[src/rtl/core/bfsb_pkg.sv]
// Package for the box-feasible backtracking step block.
// Holds the fixed-point types, constants and datapath helper functions.
package bfsb_pkg;

  typedef logic signed [31:0] q16_t;
  typedef logic        [15:0] cfact_t;
  typedef logic        [16:0] factor_t;
  typedef logic        [5:0]  tries_t;

  localparam factor_t ONE_Q16       = 17'd65536;
  localparam cfact_t  CF_RESET      = 16'd32768;
  localparam tries_t  TRIES_RESET   = 6'd10;
  localparam int      CFG_DW        = 16;

  // Register indexes of the configuration port
  typedef enum logic {
    REG_CONTRACTION = 1'b0,
    REG_MAX_TRIES   = 1'b1
  } reg_idx_e;

  // Control for the shared multiplier
  typedef struct packed {
    logic en;
    logic use_cf;
  } mul_ctrl_t;

  // Evaluation result of one element
  typedef struct packed {
    logic in_box;
    q16_t dir;
    q16_t trial;
  } eval_t;

  // Saturate a 34-bit signed value to 32 bits
  function automatic q16_t sat34(input logic signed [33:0] v);
    if (v > 34'sd2147483647) begin
      sat34 = 32'sh7FFF_FFFF;
    end else if (v < -34'sd2147483648) begin
      sat34 = 32'sh8000_0000;
    end else begin
      sat34 = v[31:0];
    end
  endfunction

endpackage

[src/rtl/core/bfsb_unit.sv]
// Shared multiply unit and element evaluation (trial, box test, direction).
// Depends on bfsb_pkg.
module bfsb_unit (
  input  logic                 clk_i,
  input  bfsb_pkg::mul_ctrl_t  ctrl_i,
  input  bfsb_pkg::factor_t    factor_i,
  input  bfsb_pkg::cfact_t     cf_i,
  input  logic                 clamp_i,
  input  logic [127:0]         elem_i,
  output bfsb_pkg::factor_t    factor_next_o,
  output bfsb_pkg::eval_t      eval_o
);
  import bfsb_pkg::*;

  q16_t lo, hi, pt, st;
  logic signed [17:0] mul_a;
  logic signed [32:0] mul_b;
  logic signed [50:0] prod_q;
  logic signed [32:0] scaled;
  logic signed [33:0] sum;
  q16_t trial, tcl;
  logic signed [33:0] diff;

  assign {lo, hi, pt, st} = elem_i;

  // Shared multiplier: factor times step, or factor times contraction
  assign mul_a = $signed({1'b0, factor_i});
  assign mul_b = ctrl_i.use_cf ? $signed({17'd0, cf_i}) : $signed({st[31], st});

  always_ff @(posedge clk_i) begin
    if (ctrl_i.en) begin
      prod_q <= 51'(mul_a * mul_b);
    end
  end

  assign factor_next_o = prod_q[32:16];
  assign scaled        = prod_q[48:16];

  // Trial point, box test, optional clamp to the box and direction
  always_comb begin
    sum   = 34'(pt) + 34'(scaled);
    trial = sat34(sum);
    tcl   = trial;
    if (tcl < lo) begin
      tcl = lo;
    end
    if (tcl > hi) begin
      tcl = hi;
    end
    diff = 34'(tcl) - 34'(pt);
    eval_o.in_box = (trial >= lo) && (trial <= hi);
    eval_o.trial  = clamp_i ? tcl : trial;
    eval_o.dir    = clamp_i ? sat34(diff) : scaled[31:0];
  end
endmodule

[config.mk]
export PLATFORM = sky130hd
export DESIGN_NAME = bfsb_unit
export DESIGN_NICKNAME = d
export VERILOG_FILES = /design/src/rtl/core/bfsb_pkg.sv /design/src/rtl/core/bfsb_unit.sv
export SDC_FILE = /design/constraint.sdc
export NUM_CORES = 2
export LEC_CHECK = 0
export ABC_AREA = 0
export BUFFER_PORTS_ARGS = -buffer_cell sky130_fd_sc_hd__buf_4
export CORE_UTILIZATION = 55
export CTS_CLUSTER_SIZE = 40
export DETAILED_ROUTE_END_ITERATION = 10
export PLACE_DENSITY_LB_ADDON = 0.12
export SKIP_LAST_GASP = 1
export SYNTH_ARGS = -nofsm -noshare
export SYNTH_HDL_FRONTEND = slang
export SYNTH_SLANG_ARGS = --single-unit
export TNS_END_PERCENT = 100
[constraint.sdc]
create_clock -name clk_i -period 36.7 [get_ports clk_i]
set_input_delay 9.175 -clock clk_i [delete_from_list [all_inputs] [get_ports clk_i]]
set_output_delay 9.175 -clock clk_i [all_outputs]
set_load 0.03 [all_outputs]
==> run summary <==
status = finished clean
Cell variety after synth = 79
Hold Path Depth = 1
root buf cell = clkbuf_16
Syn Inst Count = 3254
Die H = 224.6 um
fin cells = 4041
top flop regs = prod_q: 33 flops
fmax = 30.74 MHz
max-slew violation count = 0
via/cell ratio = 5.873
Worst Path Required = 27.52 ns
number of global-route vias before repair = 25.02k
total gr overflow = 0
routed wire length = 89690 um
crit path kind = in -> out
WHS Endpoint = prod_q[16]
total track usage = 36.15%
Mapped Area = 27260 um^2
initial cell density of the core = 55.68%
Post-synth EDFFs = 33
post-synthesis sequential area ratio = 3.636%
mux contribution to synthesized area = 0.9777%
Resize count post-CTS = 0
DR iter-0 viols = 1929
top_reg_cell synth = edfxtp_1
fin crit period = 32.53 ns
Ys Warns = 0
CTS tree = yes
wire per inst = 22.20 um
Sum Neg Setup Slack = 0 ns
worst rel slew slack = 28.03%
Largest stage delay, worst path = 0.81 ns
crit end category = primary output
critical path fanouts, max = 31
initial antenna violation count = 1
fraction of layout cells with a size suffix above 1 = 9.831%
# Max-Cap Violations = 0
Worst Path Buf+Inv = 5
Synth Area in Simple Gates = 17.45%
clk buf depth = 2
critical path arrival = 23.35 ns
Clock Pin Slew Worst Setup and Hold Paths = 0.05 ns
Synth Area in Compound Gates = 13.03%
Die X = 224.6 um
nets = 4330
core area = 48950 um^2
hpwl dp = 72620 um
Ant. Diodes = 0
Hold Crit Class = in -> reg
Setup Fix Bufs, Post-CTS = 0
cts hold-fix bufs = 0
Worst-Margin Slew = 1.077 ns
most flop-heavy register = prod_q
Site Rows = 81
ANT nets after route = 0
via count = 23.73k
placed cell count = 4033
I/O Buffers = 246
HP Start = ctrl_i[1]
ys async rst share = 0%
largest family of logic cells by synthesized area = adder cells
pre-CTS setup slack = 4.342 ns
GPL Wtd Cong = 1.033
Critical Path Most Common Cell = nand2_1
Final Hold Violating Endpoints = 0
Synth top area share = 37.90%
synth cell count leaders = inv_1, fa_1, nand2_1
area share of fa/ha/maj cells after synthesis = 50.43%
CP delay by family, top = simple AND/OR/NAND/NOR gates
Setup WS post-layout = 4.172 ns
syn_area_per_cell = 8.377 um^2
Synth area leader = fa_1
synthesized flop and latch total = 33
RSZ-0062 raised after global routing = no
number of flip-flops in the largest register = 33
# H-tree levels = 2
count leader, synth = inv_1
top post-synthesis cells by area = fa_1, ha_1, inv_1
Die ar. = 50450 um^2
final setup fails = 0
# clock sinks = 33
CP max stage cell = nand3_1
first-pass GRT wire length = 138900 um
Pre-Repair DR Iteration Count = 5
fin crit share = 88.63%
CP startpoint kind = input pin
P&R area growth vs syn = 8.653%
largest net degree at the start of global routing = 48
TritonCTS Buffers = 5
Net Count, Synth = 4208
# DRC = 0
XOR/XNOR share of the synthesized area = 2.979%
I/O pin cnt = 247
==> how the worst max path moves through the flow <==
stage                  to  depth (start not counted)  startpoint  slack, ns
6_report       eval_o[59]                         45  elem_i[43]       4.17
5_1_grt        eval_o[59]                         45  elem_i[43]       3.45
4_1_cts        eval_o[59]                         45  elem_i[43]       4.32
3_5_place_dp   eval_o[59]                         45  elem_i[43]       4.34
3_3_place_gp   eval_o[59]                         43  elem_i[43]       4.79
2_1_floorplan  eval_o[59]                         43  elem_i[43]       8.71
==> placed cells by master (no fill, tap or decap), types with 5 or more instances in the layout <==
cell type  instances
a211oi_1          17
a21o_1            77
a21oi_1          130
a221oi_1           5
a22o_1             5
a22oi_1           24
a2bb2oi_1         15
a31oi_1           31
a41oi_1            5
and2_1           197
and3_1            11
and3b_1           23
and4_1             6
buf_4            267
clkbuf_16          5
edfxtp_1          33
fa_1             516
ha_1             273
inv_1            656
mux2_2            21
nand2_1          451
nand2b_1          22
nand3_1           33
nand4_1           38
nor2_1           100
nor2b_1           38
nor2b_2            7
nor3_1            20
o211ai_1          15
o21a_1            20
o21ai_0           68
o21ai_1           14
o21bai_1          12
o22ai_1           22
o2bb2ai_1         26
or2_2              7
or3_1              6
xnor2_1           58
xor2_1            31
==> cell type report <==
class | count | area (um^2)
clock inverter | 2 | 10.01
inverter | 657 | 2466
multi-input combinational | 2412 | 23180
fill | 4240 | 19330
tap | 664 | 830.8
timing repair buffer | 267 | 2004
clock buffer | 6 | 128.9
sequential | 33 | 991.0
==> stage by stage <==
step	cell area, um^2	hold WS [ns]	util (%)
5_1_grt	29620	9.374	60.50
4_1_cts	29620	9.355	60.50
6_report	29620	9.345	60.50
3_3_place_gp	29480	9.649	60.22
2_1_floorplan	27260	9.288	-
3_5_place_dp	29480	9.653	60.22
==> metal layers <==
metal,track usage [%],wire [um],vias to the layer above
li1,-,-,10542
met1,47.21,36590,11864
met2,60.68,42630,1130
met3,5.147,6998,195
met4,14.33,3466,2
met5,0,13,-
==> cell families (layout without fill, tap and decap cells) <==
logic type      count (synthesis)  in the layout
mux                            24             24
compound gates                531            531
buf+inv                       809            932
xor+xnor                       91             91
simple gates                  977            977
fa+ha+maj                     789            789
flops                          33             33
Power is not shown: default switching activity piles up to over one toggle a cycle in this logic, so the estimate is an artifact.
